### src/hdl/msc_pkg.sv
// ----------------------------------------------------------------------------
// msc_pkg
// Shared types, codes and helper functions of the protocol switch controller.
// ----------------------------------------------------------------------------
package msc_pkg;

  // Event selector carried in the input tuser
  localparam logic [3:0] MODE_SCORES     = 4'd0;
  localparam logic [3:0] MODE_LATENCY    = 4'd1;
  localparam logic [3:0] MODE_CTRL       = 4'd2;
  localparam logic [3:0] MODE_HANDOVER   = 4'd3;
  localparam logic [3:0] MODE_APP_DOWN   = 4'd4;
  localparam logic [3:0] MODE_APP_UP     = 4'd5;
  localparam logic [3:0] MODE_MAC_UP     = 4'd6;
  localparam logic [3:0] MODE_FRAME_BYTE = 4'd7;
  localparam logic [3:0] MODE_TICK       = 4'd8;

  // Command codes
  localparam logic [3:0] CMD_INFO_SENT    = 4'd1;
  localparam logic [3:0] CMD_DONE         = 4'd3;
  localparam logic [3:0] CMD_LATENCY_SEND = 4'd4;

  // Destination ports
  localparam logic [3:0] DEST_NONE     = 4'd0;
  localparam logic [3:0] DEST_P1_CTRL  = 4'd1;
  localparam logic [3:0] DEST_P2_CTRL  = 4'd2;
  localparam logic [3:0] DEST_P1_APP   = 4'd3;
  localparam logic [3:0] DEST_P2_APP   = 4'd4;
  localparam logic [3:0] DEST_P1_MAC   = 4'd5;
  localparam logic [3:0] DEST_P2_MAC   = 4'd6;
  localparam logic [3:0] DEST_APP      = 4'd7;
  localparam logic [3:0] DEST_MAC      = 4'd8;
  localparam logic [3:0] DEST_DECISION = 4'd9;

  // Message kinds
  localparam logic [1:0] KIND_PASS      = 2'd0;
  localparam logic [1:0] KIND_SEND_INFO = 2'd1;
  localparam logic [1:0] KIND_STOP      = 2'd2;
  localparam logic [1:0] KIND_ACTIVE    = 2'd3;

  // Protocol numbers
  localparam logic [1:0] PROTO_NONE = 2'd0;
  localparam logic [1:0] PROTO_ONE  = 2'd1;
  localparam logic [1:0] PROTO_TWO  = 2'd2;

  // Frame constants
  localparam logic [7:0]  HEADER_BYTE     = 8'h41;
  localparam logic [7:0]  LATENCY_TAG     = 8'h4C;  // 'L'
  localparam logic [7:0]  PROTO_ONE_CHAR  = 8'h31;  // '1'
  localparam logic [7:0]  PROTO_TWO_CHAR  = 8'h32;  // '2'
  localparam logic [15:0] CRC_POLY        = 16'h8408;
  localparam logic [12:0] MIN_FRAME_LEN   = 13'd11;
  localparam logic [12:0] SHORT_FRAME_LEN = 13'd6;
  localparam logic [11:0] HEADER_POS      = 12'd0;
  localparam logic [11:0] TENTH_POS       = 12'd9;

  localparam logic [15:0] THRESHOLD_RESET = 16'd1280;

  // Configuration register indexes
  localparam logic CFG_COORDINATOR = 1'b0;
  localparam logic CFG_THRESHOLD   = 1'b1;

  typedef struct packed {
    logic [3:0]  mode;
    logic [1:0]  best_protocol;
    logic [15:0] best_score;
    logic [15:0] second_score;
    logic [3:0]  command;
    logic [1:0]  source_protocol;
    logic [7:0]  frame_byte;
    logic        last_byte;
  } item_t;

  typedef struct packed {
    logic [3:0] destination;
    logic [1:0] message_kind;
    logic [1:0] argument;
  } result_t;

  typedef struct packed {
    logic [1:0]  active_proto;
    logic [1:0]  next_proto;
    logic        exchanging;
    logic        notify_pending;
    logic [15:0] frame_crc;
    logic [11:0] frame_count;
    logic        first_is_header;
    logic [7:0]  tenth_byte;
  } state_t;

  typedef struct packed {
    logic        coordinator;
    logic [15:0] score_threshold;
  } cfg_t;

  // Control port of a protocol, none for unknown numbers
  function automatic logic [3:0] ctrl_dest(input logic [1:0] proto);
    logic [3:0] dest;
    case (proto)
      PROTO_ONE: dest = DEST_P1_CTRL;
      PROTO_TWO: dest = DEST_P2_CTRL;
      default:   dest = DEST_NONE;
    endcase
    return dest;
  endfunction

  function automatic logic [3:0] app_dest(input logic [1:0] proto);
    logic [3:0] dest;
    case (proto)
      PROTO_ONE: dest = DEST_P1_APP;
      PROTO_TWO: dest = DEST_P2_APP;
      default:   dest = DEST_NONE;
    endcase
    return dest;
  endfunction

  function automatic logic [3:0] mac_dest(input logic [1:0] proto);
    logic [3:0] dest;
    case (proto)
      PROTO_ONE: dest = DEST_P1_MAC;
      PROTO_TWO: dest = DEST_P2_MAC;
      default:   dest = DEST_NONE;
    endcase
    return dest;
  endfunction

  // CRC-16/KERMIT over one byte, LSB first
  function automatic logic [15:0] crc_byte(input logic [15:0] crc_in, input logic [7:0] data);
    logic [15:0] crc;
    logic        fb;
    crc = crc_in;
    for (int k = 0; k < 8; k++) begin
      fb  = data[k] ^ crc[0];
      crc = {1'b0, crc[15:1]};
      if (fb) begin
        crc = crc ^ CRC_POLY;
      end
    end
    return crc;
  endfunction

endpackage

### src/hdl/msc_event.sv
// ----------------------------------------------------------------------------
// msc_event
// Event decode: next controller state and routing result for one item.
// ----------------------------------------------------------------------------
module msc_event import msc_pkg::*; #(
  parameter logic [11:0] COUNT_LIMIT = 12'd2048
) (
  input  cfg_t    cfg_i,
  input  state_t  state_i,
  input  item_t   item_i,
  output state_t  state_o,
  output result_t result_o
);

  logic signed [16:0] diff;
  logic        [16:0] gap;
  logic        [12:0] frame_len;
  logic               len_ok;
  logic        [1:0]  named_proto;
  result_t            res;

  // Score gap in exact 17-bit arithmetic
  assign diff = 17'(signed'(item_i.best_score)) - 17'(signed'(item_i.second_score));
  assign gap  = diff[16] ? 17'(-diff) : 17'(diff);

  assign frame_len = {1'b0, state_i.frame_count} + 13'd1;
  assign len_ok    = !((frame_len < MIN_FRAME_LEN) && (frame_len != SHORT_FRAME_LEN));

  always_comb begin
    case (state_i.tenth_byte)
      PROTO_ONE_CHAR: named_proto = PROTO_ONE;
      PROTO_TWO_CHAR: named_proto = PROTO_TWO;
      default:        named_proto = PROTO_NONE;
    endcase
  end

  // Decode the event
  always_comb begin
    state_o = state_i;
    res     = '{destination: DEST_NONE, message_kind: KIND_PASS, argument: PROTO_NONE};
    case (item_i.mode)
      MODE_SCORES: begin
        if (!state_i.exchanging && (item_i.best_protocol != state_i.active_proto) &&
            (gap > {1'b0, cfg_i.score_threshold})) begin
          state_o.next_proto = item_i.best_protocol;
          if (cfg_i.coordinator && !state_i.notify_pending) begin
            state_o.notify_pending = 1'b1;
            res = '{destination:  ctrl_dest(state_i.active_proto),
                    message_kind: KIND_SEND_INFO,
                    argument:     item_i.best_protocol};
          end
        end
      end
      MODE_LATENCY: begin
        if (!cfg_i.coordinator && (item_i.command == CMD_LATENCY_SEND)) begin
          res.destination = ctrl_dest(state_i.active_proto);
        end
      end
      MODE_CTRL: begin
        if (item_i.command == CMD_INFO_SENT) begin
          state_o.notify_pending = 1'b0;
          state_o.exchanging     = 1'b1;
          res.destination        = ctrl_dest(state_i.active_proto);
          res.message_kind       = KIND_STOP;
        end else if (item_i.command == CMD_DONE) begin
          state_o.active_proto = state_i.next_proto;
          state_o.exchanging   = 1'b0;
          res = '{destination:  DEST_DECISION,
                  message_kind: KIND_ACTIVE,
                  argument:     state_i.next_proto};
        end
      end
      MODE_HANDOVER: begin
        res.destination = ctrl_dest(state_i.next_proto);
      end
      MODE_APP_DOWN: begin
        if (!state_i.exchanging) begin
          res.destination = app_dest(state_i.active_proto);
        end
      end
      MODE_APP_UP, MODE_MAC_UP: begin
        if (!state_i.exchanging &&
            ((item_i.source_protocol == PROTO_ONE) || (item_i.source_protocol == PROTO_TWO)) &&
            (item_i.source_protocol == state_i.active_proto)) begin
          res.destination = (item_i.mode == MODE_APP_UP) ? DEST_APP : DEST_MAC;
        end
      end
      MODE_FRAME_BYTE: begin
        if (!item_i.last_byte) begin
          // Accumulate one byte of the frame
          if (state_i.frame_count == HEADER_POS) begin
            state_o.first_is_header = (item_i.frame_byte == HEADER_BYTE);
          end
          if (state_i.frame_count == TENTH_POS) begin
            state_o.tenth_byte = item_i.frame_byte;
          end
          state_o.frame_crc = crc_byte(state_i.frame_crc, item_i.frame_byte);
          if (state_i.frame_count < COUNT_LIMIT) begin
            state_o.frame_count = state_i.frame_count + 12'd1;
          end
        end else begin
          // Judge the finished frame
          if (len_ok && (state_i.frame_crc == 16'd0)) begin
            if (state_i.first_is_header && !cfg_i.coordinator &&
                (state_i.tenth_byte != LATENCY_TAG)) begin
              if ((named_proto != PROTO_NONE) && (named_proto != state_i.active_proto)) begin
                state_o.exchanging = 1'b1;
                state_o.next_proto = named_proto;
                res.destination    = ctrl_dest(state_i.active_proto);
                res.message_kind   = KIND_STOP;
              end
            end else if (!state_i.exchanging) begin
              res.destination = mac_dest(state_i.active_proto);
            end
          end
          state_o.frame_crc       = 16'd0;
          state_o.frame_count     = 12'd0;
          state_o.first_is_header = 1'b0;
          state_o.tenth_byte      = 8'd0;
        end
      end
      MODE_TICK: begin
        if (cfg_i.coordinator && !state_i.notify_pending) begin
          res = '{destination:  ctrl_dest(state_i.active_proto),
                  message_kind: KIND_SEND_INFO,
                  argument:     state_i.active_proto};
        end
      end
      default: begin
      end
    endcase
  end

  // No port means no message
  always_comb begin
    result_o = res;
    if (res.destination == DEST_NONE) begin
      result_o.message_kind = KIND_PASS;
      result_o.argument     = PROTO_NONE;
    end
  end

endmodule

### src/hdl/mac_protocol_switch_controller_core.sv
// ----------------------------------------------------------------------------
// mac_protocol_switch_controller_core
// Routes controller events between two MAC protocols and tracks the switch.
// ----------------------------------------------------------------------------
// Usage:
//   Events enter on the s_axis group: tuser carries the event mode, tdata the
//   event fields, tlast marks the final byte of a received frame. Every event
//   yields one result item on the m_axis group (destination and argument in
//   tdata, message kind in tuser).
//   The cfg channel writes the coordinator flag (index 0) and the Q8.8 score
//   threshold (index 1); it is always ready. The user must write it while
//   idle; the block does not enforce this. An accepted item passes the input
//   register, combinational event logic and the result register before it
//   shows on m_axis. Throughput: one item per cycle while m_axis is ready.
//   When the receiver stalls, the result holds and one further item waits in
//   the input register; tready drops only when both are full.
//   Reset returns protocol 1 as active and next, normal state, no pending
//   notification, an empty frame, coordinator 0 and threshold 1280.
// ----------------------------------------------------------------------------
module mac_protocol_switch_controller_core import msc_pkg::*; #(
  parameter int MAX_FRAME_BYTES = 2048
) (
  input  logic        clk_i,
  input  logic        rst_ni,
  // Event input
  input  logic        s_axis_tvalid_i,
  output logic        s_axis_tready_o,
  // [1:0] best_protocol, [17:2] best_score, [33:18] second_score,
  // [37:34] command, [39:38] source_protocol, [47:40] frame_byte
  input  logic [47:0] s_axis_tdata_i,
  input  logic        s_axis_tlast_i,  // last_byte
  input  logic [3:0]  s_axis_tuser_i,  // [3:0] mode
  // Routing result
  output logic        m_axis_tvalid_o,
  input  logic        m_axis_tready_i,
  // [3:0] destination, [5:4] argument, [7:6] zero
  output logic [7:0]  m_axis_tdata_o,
  output logic [1:0]  m_axis_tuser_o,  // [1:0] message_kind
  // Configuration writes
  input  logic        cfg_valid_i,
  output logic        cfg_ready_o,
  input  logic        cfg_index_i,
  input  logic [15:0] cfg_data_i
);

  localparam int          CountLimitInt = (MAX_FRAME_BYTES < 4095) ? MAX_FRAME_BYTES : 4095;
  localparam logic [11:0] CountLimit    = 12'(CountLimitInt);

  cfg_t    cfg_q;
  item_t   item_q;
  logic    item_valid_q;
  result_t result_q;
  logic    result_valid_q;
  state_t  state_q, state_d;
  result_t result_d;
  logic    advance;
  logic    accept;

  // Process the held item when the result register is free or being read
  assign advance         = item_valid_q && (!result_valid_q || m_axis_tready_i);
  assign s_axis_tready_o = !item_valid_q || advance;
  assign accept          = s_axis_tvalid_i && s_axis_tready_o;
  assign cfg_ready_o     = 1'b1;

  // Configuration registers
  always_ff @(posedge clk_i or negedge rst_ni) begin
    if (!rst_ni) begin
      cfg_q.coordinator     <= 1'b0;
      cfg_q.score_threshold <= THRESHOLD_RESET;
    end else if (cfg_valid_i) begin
      case (cfg_index_i)
        CFG_COORDINATOR: cfg_q.coordinator     <= cfg_data_i[0];
        CFG_THRESHOLD:   cfg_q.score_threshold <= cfg_data_i;
        default: begin
        end
      endcase
    end
  end

  // Input register
  always_ff @(posedge clk_i or negedge rst_ni) begin
    if (!rst_ni) begin
      item_valid_q <= 1'b0;
    end else if (s_axis_tready_o) begin
      item_valid_q <= s_axis_tvalid_i;
    end
  end

  always_ff @(posedge clk_i) begin
    if (accept) begin
      item_q <= '{mode:            s_axis_tuser_i,
                  best_protocol:   s_axis_tdata_i[1:0],
                  best_score:      s_axis_tdata_i[17:2],
                  second_score:    s_axis_tdata_i[33:18],
                  command:         s_axis_tdata_i[37:34],
                  source_protocol: s_axis_tdata_i[39:38],
                  frame_byte:      s_axis_tdata_i[47:40],
                  last_byte:       s_axis_tlast_i};
    end
  end

  msc_event #(
    .COUNT_LIMIT (CountLimit)
  ) u_event (
    .cfg_i    (cfg_q),
    .state_i  (state_q),
    .item_i   (item_q),
    .state_o  (state_d),
    .result_o (result_d)
  );

  // Controller state
  always_ff @(posedge clk_i or negedge rst_ni) begin
    if (!rst_ni) begin
      state_q <= '{active_proto:    PROTO_ONE,
                   next_proto:      PROTO_ONE,
                   exchanging:      1'b0,
                   notify_pending:  1'b0,
                   frame_crc:       16'd0,
                   frame_count:     12'd0,
                   first_is_header: 1'b0,
                   tenth_byte:      8'd0};
    end else if (advance) begin
      state_q <= state_d;
    end
  end

  // Result register
  always_ff @(posedge clk_i or negedge rst_ni) begin
    if (!rst_ni) begin
      result_valid_q <= 1'b0;
    end else if (advance) begin
      result_valid_q <= 1'b1;
    end else if (m_axis_tready_i) begin
      result_valid_q <= 1'b0;
    end
  end

  always_ff @(posedge clk_i) begin
    if (advance) begin
      result_q <= result_d;
    end
  end

  assign m_axis_tvalid_o = result_valid_q;
  assign m_axis_tdata_o  = {2'b00, result_q.argument, result_q.destination};
  assign m_axis_tuser_o  = result_q.message_kind;

  // Checks
  a_ready_only_when_full: assert property (@(posedge clk_i) disable iff (!rst_ni)
    !s_axis_tready_o |-> (item_valid_q && result_valid_q && !m_axis_tready_i))
    else $error("input stalled while a stage was free");

  a_count_bounded: assert property (@(posedge clk_i) disable iff (!rst_ni)
    state_q.frame_count <= CountLimit)
    else $error("frame count above its limit");

  a_none_is_silent: assert property (@(posedge clk_i) disable iff (!rst_ni)
    (m_axis_tvalid_o && (result_q.destination == DEST_NONE)) |->
    ((result_q.message_kind == KIND_PASS) && (result_q.argument == PROTO_NONE)))
    else $error("message kind or argument without a destination");

  a_item_consumed: assert property (@(posedge clk_i) disable iff (!rst_ni)
    advance |=> result_valid_q)
    else $error("processed item produced no result");

endmodule

### config.mk
export PLATFORM = sky130hd
export DESIGN_NAME = mac_protocol_switch_controller_core
export DESIGN_NICKNAME = d
export VERILOG_FILES = /design/src/hdl/msc_pkg.sv /design/src/hdl/msc_event.sv /design/src/hdl/mac_protocol_switch_controller_core.sv
export SDC_FILE = /design/constraint.sdc
export NUM_CORES = 1
export LEC_CHECK = 0
export BUFFER_PORTS_ARGS = -buffer_cell sky130_fd_sc_hd__buf_4
export CORE_MARGIN = 4
export CORE_UTILIZATION = 35
export CTS_CLUSTER_SIZE = 24
export DETAILED_ROUTE_END_ITERATION = 10
export GPL_TIMING_DRIVEN = 0
export PLACE_DENSITY_LB_ADDON = 0.05
export REMOVE_ABC_BUFFERS = 1
export SLEW_MARGIN = 20
export SYNTH_ARGS = -nofsm -noshare
export SYNTH_HDL_FRONTEND = slang
export SYNTH_HIERARCHICAL = 1
export SYNTH_SLANG_ARGS = --single-unit
### constraint.sdc
create_clock -name clk_i -period 6.4 [get_ports clk_i]
set_clock_uncertainty 0.05 [all_clocks]
set_input_delay 1.28 -clock clk_i [delete_from_list [all_inputs] [get_ports clk_i]]
set_output_delay 1.28 -clock clk_i [all_outputs]
set_load 0.02 [all_outputs]
Word level (Yosys, flattened, before mapping)
Index checks and enable logic that the tools add are counted.

Input port bits: 75. Logic and storage cells: 193. Output and inout bits: 13. Bits in registers: 123.

Reductions and logical operators: 45. Magnitude comparators: 3. Add/sub/neg operators: 4. Equality and inequality tests: 34. Multiplexer cells: 66. Bitwise gates (word level): 18.

Operators by type and width (number): 16-bit two-way mux (22); 37-bit two-way mux (1); 8-bit two-way mux (4); 4-bit one-hot mux with 8 select lines (1); 6-bit two-way mux (5); 2-bit inverter with 3-bit output (8); 4-bit by 3-bit == test with 1-bit output, second input constant (5); 4-bit two-way mux (5); 17-bit by 16-bit greater-than comparator with 1-bit output (1); 17-bit two-way mux (1); 17-bit negation (1); 16-bit by 16-bit subtractor with 17-bit output (1); 8-bit by 6-bit == test with 1-bit output, second input constant (2); 16-bit zero test (1); 2-bit one-hot mux with 2 select lines (4); 2-bit nonzero test (8); 3-bit two-way mux (5); 7-bit AND reduction (2); 12-bit by 1-bit adder with 13-bit output, second input constant (1); 1-bit logical AND (13); 13-bit by 4-bit less-than comparator with 1-bit output, second input constant (1); 13-bit by 3-bit != test with 1-bit output, second input constant (1); 12-bit by 1-bit adder with 12-bit output, second input constant (1); 12-bit by 4-bit == test with 1-bit output, second input constant (1); 31 further kinds (75).

Longest topological paths before layout
Gate-level depths: netlist of the first run.

Word-level depth: 31. Gate-level depth with buffers: 22. Depth with buffers taken out: 22.

By module
Netlist of the first run, hierarchy kept.

Modules (own cells, without submodules): mac_protocol_switch_controller_core (times used 1, seq. area each 3388.2 um^2, cells each 202, area each 4357.9 um^2); msc_event (times used 1, seq. area each 0.0 um^2, cells each 534, area each 3552.2 um^2).

Worst setup path before layout of the first run
No wires, ideal clock.

Kind: reg2reg. Start: reg item_q[15] (netlist bit). End: reg result_q (netlist bit m_axis_tdata_o[4]) (data pin). Period minus slack after synthesis: 5.190 ns. Required time: 6.080 ns. Setup slack: 1.210 ns. Stages on the path, launching flop included: 20. Arrival: 4.871 ns. Setup time: 0.270 ns. Buffers on the path: 0. Path through: edfxtp_1 > ha_1 > fa_1 > nand2b_1 > a21oi_1 > xnor2_1 > or3b_1 > or4_1 > nand2b_1 > o41a_1 > xnor2_1 > ha_1 > or3_1 > a221oi_1 > a31o_2 > o21ai_0 > o31ai_1 > o21ai_0 > a211oi_2 > a21oi_1.

Word-level cells in the longest chain between the ends: 8. Elaborated cells on any way between the ends: 9. Classes of those cells: 2 x add/sub; 1 x order compare; 4 x mux; 2 x reduce/logical.

Ends and longest elaborated chain: start: declaration (line mac_protocol_switch_controller_core.sv:50) `item_t item_q;`; start signal: assignment (line mac_protocol_switch_controller_core.sv:91) `item_q <= '{mode: s_axis_tuser_i,`; 16-bit by 16-bit subtractor with 17-bit output * (line msc_event.sv:23) `assign diff = 17'(signed'(item_i.best_score)) - 17'(signed'(item_i.second_score));`; 17-bit negation (line msc_event.sv:24) `assign gap = diff[16] ? 17'(-diff) : 17'(diff);`; 17-bit two-way mux * (line msc_event.sv:24); 17-bit by 16-bit greater-than comparator with 1-bit output * (line msc_event.sv:44) `(gap > {1'b0, cfg_i.score_threshold})) begin`; 1-bit logical AND * (line msc_event.sv:43) `if (!state_i.exchanging && (item_i.best_protocol != state_i.active_proto) &&`; 8-bit two-way mux * (line msc_event.sv:43); 4-bit one-hot mux with 8 select lines (line msc_event.sv:41) `case (item_i.mode)`; 4-bit zero test (line msc_event.sv:137) `if (res.destination == DEST_NONE) begin`; end signal: assignment (line mac_protocol_switch_controller_core.sv:141) `result_q <= result_d;`; end: declaration (line mac_protocol_switch_controller_core.sv:52) `result_t result_q;`.

Mark *: on every way between the ends. The rest lies on a longest branch, timed or not. A chain may end at the register's enable or synchronous reset.

Final worst setup path of the first run
Start: reg item_q[15] (netlist bit). End: reg result_q (netlist bit m_axis_tuser_o[1]) (data pin).

The elaborated chain is that of the path after synthesis.

==> results by group, run 1 <==
Clock tree
  – Clock Pin Slew Worst Setup and Hold Paths: 60 ps
  – Clock Tree Buf Depth: 2
  – Number of post-CTS setup repair buffers: 0
  – H-Tree Level Count: 4
  – TritonCTS clock tree: yes
  – Sink Count: 123
  – Root Buffer: clkbuf_16
  – Worst-Skew Late Latency: 420 ps
  – Post_cts resized: 0
  – CTS buffer count: 17
  – Hold-fix buffer count after cts: 0

Worst setup path
  – Crit Path Max Fanout: 4
  – Critical Path RT: 6490 ps
  – CP startpoint kind: flop
  – Worst setup path category: reg -> reg
  – Reg2reg end: m_axis_tuser_o[1]
  – Setup crit end kind: flop
  – R2r setup slk: 580 ps
  – Crit path to: m_axis_tuser_o[1]
  – Worst reg2reg path startpoint: item_q[15]
  – FF-to-FF path depth: 19
  – Crit path arrival time: 5910 ps
  – Worst setup path startpoint: item_q[15]

Global routing
  – Largest net degree at the start of global routing: 63
  – Tot GR Track Use: 15.3%
  – Vias in the first global route: 5,904
  – Met3 global-route usage: 3.83%
  – Met1 Use GR: 21.5%
  – Met2 usage: 24.0%
  – Total grt overflow: 0
  – Initial antenna violation count: 0
  – GRT busiest layer: met2
  – First-pass GRT wire length: 30,700 um

Die
  – Die extent in x: 158 um
  – Core area: 22,000 sq um
  – Die ar.: 25,100 sq um
  – Row count: 54
  – Die height: 158 um
  – Top Ports: 88
  – Starting density of the core: 35.9%

Synthesis
  – Synth warn: 6
  – Post-synthesis register bit count: 123
  – Register area share after synthesis: 42.8%
  – Main synth FF type: edfxtp_1
  – Post-synthesis cell area: 7910 sq um
  – Post-synth EDFFs: 61
  – Dominant cell type by area after synthesis: edfxtp_1
  – FFs w/ async S/R, synth: 50.4%
  – Largest cells by area after synthesis: edfxtp_1 23%, dfrtp_1 18%, mux2_4 7.4%, ha_1 6.3%, xnor2_1 3.3%
  – Syn Inst Count: 736
  – Syn Area/Cell: 10.7 sq um
  – Synth top area share: 23.2%
  – Distinct cell type count after synthesis: 81

Min path
  – Hold WC Path Type: reg -> reg

STA
  – Final Max Slew Viols: 0
  – Fin crit period: 5820 ps
  – Final setup vio count: 0
  – Fmax: 172 MHz
  – RSZ-0062 raised after global routing: false
  – Final setup TNS: 0 ps
  – Normalized max-slew margin: 40.4%
  – Worst-Margin Slew: 894 ps
  – Hold Fails Final Rpt: 0
  – Final cycle utilization of the critical path: 90.9%

Power and ir drop
  – P_leak: 4.14 nW
  – Max VDD drop: 152 uV
  – Pwr dens: 307 nW/um^2

Final layout
  – Final core utilization: 42.8%
  – FILL cells: 2,112
  – Ant. Diodes: 0
  – Area Growth Syn to Fin: 19.1%
  – Most frequent cells in the layout: 84 x buf_4, 61 x edfxtp_1, 58 x dfrtp_1, 52 x nand2_1, 49 x inv_1
  – Fin nets: 930
  – Commonest non-fill, non-tap cell in the layout: buf_4
  – Ratio of cells with drive above 1 in the final layout: 25.2%

Detailed routing
  – Starting DRT DRC Count: 360
  – Vias: 5,843
  – WL final: 18,700 um
  – Router iterations before antenna repair: 5
  – Routed Antenna Nets: 0
  – Via density: 5.28
  – DR WL/cell: 16.9 um
  – Drc violations: 0

Place
  – Port Buf Inserts: 84
  – Detailed Place HPWL: 13,500 um
  – Routability congestion estimate: 0.893

Flow run
  – Max-cap violations: 0

Status
  – Status: complete, no violations
state kept, by name (all words and copies together), names as in the netlist:
signal           cells
m_axis_tuser_o       2
item_valid_q         1
item_q              53
state_q             43
m_axis_tvalid_o      1
cfg_q               17
m_axis_tdata_o       6
cell type report:
cell class	count	area (sq um)	share of cell area, %
multi-input combinational	538	4200	44.6
tap	280	350	3.72
clock inverter	14	218	2.31
timing repair buffer	85	646	6.86
inverter	49	184	1.95
sequential	123	3390	36.0
clock buffer	18	429	4.56
routing by layer:
layer | share of wire, % | routed length (um) | up-vias
li1 | - | - | 2848
met1 | 49 | 9140 | 2842
met2 | 45 | 8480 | 137
met3 | 5.0 | 941 | 16
met4 | 1.0 | 190 | 0
met5 | 0 | 0 | -
cells by family (layout without fill, tap and decap cells):
| logic type | Yosys count | count (layout) | share of synthesized area [%] |
|---|---|---|---|
| compound gates | 156 | 156 | 14.2 |
| xor+xnor | 49 | 49 | 5.43 |
| fa+ha+maj | 42 | 42 | 6.71 |
| buf+inv | 76 | 166 | 4.21 |
| flops | 123 | 123 | 42.8 |
| mux | 72 | 72 | 11.9 |
| other cells | 2 | 3 | 0.0949 |
| simple gates | 216 | 216 | 14.6 |
worst min path at each step:
stage / startpoint / endpoint / slack, ps / cells past startpoint
4_1_cts: cfg_q[5] / cfg_q[5] / 470 / 1
2_1_floorplan: cfg_q[11] / cfg_q[11] / 430 / 1
3_3_place_gp: cfg_q[7] / cfg_q[7] / 450 / 1
6_report: cfg_q[4] / cfg_q[4] / 470 / 1
5_1_grt: cfg_q[5] / cfg_q[5] / 480 / 1
3_5_place_dp: cfg_q[5] / cfg_q[5] / 450 / 1
power breakdown:
part / leakage [nW] / internal (mW) / switching (mW) / total, mW
clock: 0.310 / 0.693 / 0.372 / 1.06
sequential: 1.39 / 0.933 / 0.103 / 1.04
combinational: 2.44 / 0.391 / 0.400 / 0.792
total: 4.14 / 2.02 / 0.875 / 2.89
through the flow:
stage | hold WS (ps) | power [mW] | area [sq um] | instances | setup WS, ps
2_1_floorplan | 429 | 1.62 | 7760 | 710 | 1210
3_3_place_gp | 446 | 1.82 | 8750 | 1074 | 584
3_5_place_dp | 446 | 1.83 | 8770 | 1075 | 602
4_1_cts | 468 | 2.92 | 9410 | 1107 | 573
5_1_grt | 480 | 3.05 | 9420 | 1107 | 273
6_report | 468 | 2.89 | 9420 | 1107 | 582
synthesized netlist by cell type, types with 7 or more instances:
| master | n |
|---|---|
| a31oi_1 | 7 |
| nor3_1 | 11 |
| and2_1 | 9 |
| a21oi_1 | 23 |
| or3_1 | 8 |
| a22o_1 | 16 |
| xnor2_1 | 30 |
| nand2_1 | 52 |
| nand2b_1 | 11 |
| xor2_1 | 19 |
| mux2i_1 | 10 |
| clkbuf_1 | 15 |
| nand4_1 | 13 |
| ha_1 | 40 |
| nor2_1 | 47 |
| a21o_1 | 7 |
| inv_1 | 49 |
| nor2b_1 | 7 |
| o21ai_0 | 43 |
| mux2_2 | 23 |
| edfxtp_1 | 61 |
| dfrtp_1 | 58 |
| o31ai_1 | 8 |
| nand3_1 | 17 |
| mux2_4 | 39 |
worst max-delay path, cell delays in order, from the launching register on:
cell and delay [ps]:
edfxtp_1 370, ha_1 240, fa_1 410, nand2b_1 200
a21oi_1 180, xnor2_1 200, or3b_1 430, or4_1 540
nand2b_1 200, o41a_1 460, xnor2_1 150, ha_1 230
or3_1 370, a221oi_1 220, a31o_2 260, o21ai_0 110
o31ai_1 230, o21ai_0 170, a211oi_2 410, a21oi_1 110
(Power assumes the default switching activity.)
==> inputs of run 2 (changes only) <==
- CORE_MARGIN: 4 -> 8
==> results by group, run 2 (same netlist as run 1, synthesis figures left out) <==
Worst setup path
  – Critical path cell sequence: ha_1 -> fa_1 -> nand2b_1 -> a21oi_1 -> xnor2_1 -> or3b_1 -> or4_1 -> nand2b_1 -> o41a_1 -> xnor2_1 -> ha_1 -> or3_1 -> a221oi_1 -> a31o_2 -> o21ai_0 -> o31ai_1 -> o21ai_0 -> a211oi_2 -> a21oi_1
  – CP peak stage delay: 550 ps (about the same)
  – Critical-path top delay cell: or4_1
  – Setup crit end kind: flop
  – CP startpoint kind: flop
  – Worst setup path category: reg -> reg
  – Critical Path RT: 6500 ps (about the same)
  – Crit path arrival time: 5900 ps (about the same)
  – Crit Path Max Fanout: 4 (unchanged)

Detailed routing
  – Routed Antenna Nets: 0 (unchanged)
  – WL final: 19,300 um (+2.8%)
  – Router iterations before antenna repair: 5 (unchanged)
  – Via density: 5.26 (-0.33%)
  – Starting DRT DRC Count: 303 (-16%)
  – Vias: 5,850 (+0.12%)
  – Drc violations: 0 (unchanged)
  – DR WL/cell: 17.3 um (+2.3%)

STA
  – Fmax: 172 MHz (+0.20%)
  – Final setup TNS: 0 ps (unchanged)
  – Worst-Margin Slew: 889 ps (-5.19 ps)
  – Normalized max-slew margin: 40.7% (+0.35 points)
  – WHS: 453 ps (-15.3 ps)
  – RSZ-0062 raised after global routing: false
  – Final setup vio count: 0 (unchanged)
  – Fin crit period: 5810 ps (-11.6 ps)
  – Final Max Slew Viols: 0 (unchanged)
  – Hold Fails Final Rpt: 0 (unchanged)
  – Final cycle utilization of the critical path: 90.7% (-0.18 points)

Power and ir drop
  – Final Power: 2.75 mW (-5.0%)
  – Pwr dens: 294 nW/um^2 (-4.2%)
  – P_leak: 4.09 nW (-1.1%)
  – Max VDD drop: 118 uV (-22%)

Final layout
  – Most frequent cells in the layout: 84 x buf_4, 61 x edfxtp_1, 58 x dfrtp_1, 52 x nand2_1, 49 x inv_1
  – Max reg flops: 53 (unchanged)
  – Final core utilization: 41.6% (-1.1 points)
  – Fin area: 9340 sq um (-0.82%)
  – Area Growth Syn to Fin: 18.1%
  – Top reg by flops: item_q
  – Ratio of cells with drive above 1 in the final layout: 25.4% (+0.24 points)
  – Commonest non-fill, non-tap cell in the layout: buf_4
  – Ant. Diodes: 0 (unchanged)
  – Biggest regs: item_q (53), state_q (43), cfg_q (17)
  – Fin nets: 930 (unchanged)

Place
  – Placed cell areas: 8770 sq um (about the same)
  – Detailed Place HPWL: 14,000 um (+4.0%)
  – Port Buf Inserts: 84 (unchanged)
  – Routability congestion estimate: 0.850 (-4.8%)

Global routing
  – Total grt overflow: 0 (unchanged)
  – Largest net degree at the start of global routing: 63 (unchanged)
  – First-pass GRT wire length: 31,600 um (+3.0%)
  – Initial antenna violation count: 0 (unchanged)
  – Vias in the first global route: 6,139 (+4.0%)
  – Tot GR Track Use: 14.1% (-1.2 points)

Die
  – Die ar.: 27,700 sq um (+10%)
  – Die extent in x: 166 um (+5.1%)
  – Die height: 166 um (+5.1%)
  – Top Ports: 88 (unchanged)
  – Core area: 22,400 sq um (+1.9%)
  – Row count: 55 (+1.9%)
  – Starting density of the core: 35.3% (-0.65 points)

Clock tree
  – H-Tree Level Count: 4 (unchanged)
  – Number of post-CTS setup repair buffers: 0 (unchanged)
  – Clock Pin Slew Worst Setup and Hold Paths: 60 ps (about the same)
  – Post_cts resized: 0 (unchanged)
  – Worst-Skew Late Latency: 420 ps (about the same)
  – CTS buffer count: 17 (unchanged)
  – Clock Tree Buf Depth: 2 (unchanged)
  – Sink Count: 123 (unchanged)
  – Hold-fix buffer count after cts: 0 (unchanged)
  – TritonCTS clock tree: yes
  – Root Buffer: clkbuf_16

Min path
  – Hold WC Path Type: reg -> reg

Status
  – Status: complete, no violations

Flow run
  – Max-cap violations: 0 (unchanged)
[run 2: changes by cell type in the layout (fill, tap and decap cells not counted), sizes merged]
| cell | previous run | this run |
|---|---|---|
| clkinvlp | 1 | 4 |
| inv | 51 | 53 |
| bufinv | 5 | 1 |
| clkbuf | 18 | 17 |
[run 2: per-stage QoR]
step	worst slack, ps	cells
after floorplan	1210	710
final	593	1112
after global routing	233	1112
after CTS	555	1112
after global placement	643	1079
after detailed placement	592	1080
[run 2: layout make-up]
class                   count  area (sq um)
inverters                  49           184
well taps                 285           357
clock inverters            15           141
repair buffers             85           642
multi-input cells         538          4200
fillers                  2176         13100
clock buffers              17           425
flip-flops and latches    123          3390
[run 2: critical path: cells and delay by family (launching register included)]
family	cells	cell delay, ps
AOI/OAI and AO/OA	9	2120
xor gates and xnor gates	2	380
adders and majority gates	3	880
DFF	1	380
and+or+nand+nor	5	1740
[run 2: layer usage]
| metal | up-vias | track usage (%) | part of all wire, % |
|---|---|---|---|
| met5 | - | 0 | 0 |
| met3 | 17 | 3.26 | 4.2 |
| met2 | 150 | 23.6 | 48 |
| met1 | 2835 | 17.8 | 47 |
| met4 | 0 | 4.54 | 1.2 |
| li1 | 2848 | - | - |
[run 2: worst paths after layout]
kind | from | end | slack [ps] | depth (start not counted)
setup / recovery | item_q[15] | m_axis_tuser_o[1] | 590 | 19
hold / removal | cfg_q[11] | cfg_q[11] | 450 | 1
setup reg to reg | item_q[15] | m_axis_tuser_o[1] | 590 | 19
hold reg to reg | cfg_q[11] | cfg_q[11] | 450 | 1
max in group asynchronous | rst_ni | state_q[26] | 4830 | 1
min in group asynchronous | rst_ni | cfg_q[2] | 910 | 1
[run 2: power by group]
group	switching [mW]	total, mW	internal, mW
clock network	0.394	0.934	0.539
logic	0.390	0.781	0.391
registers	0.101	1.03	0.933
total	0.885	2.75	1.86
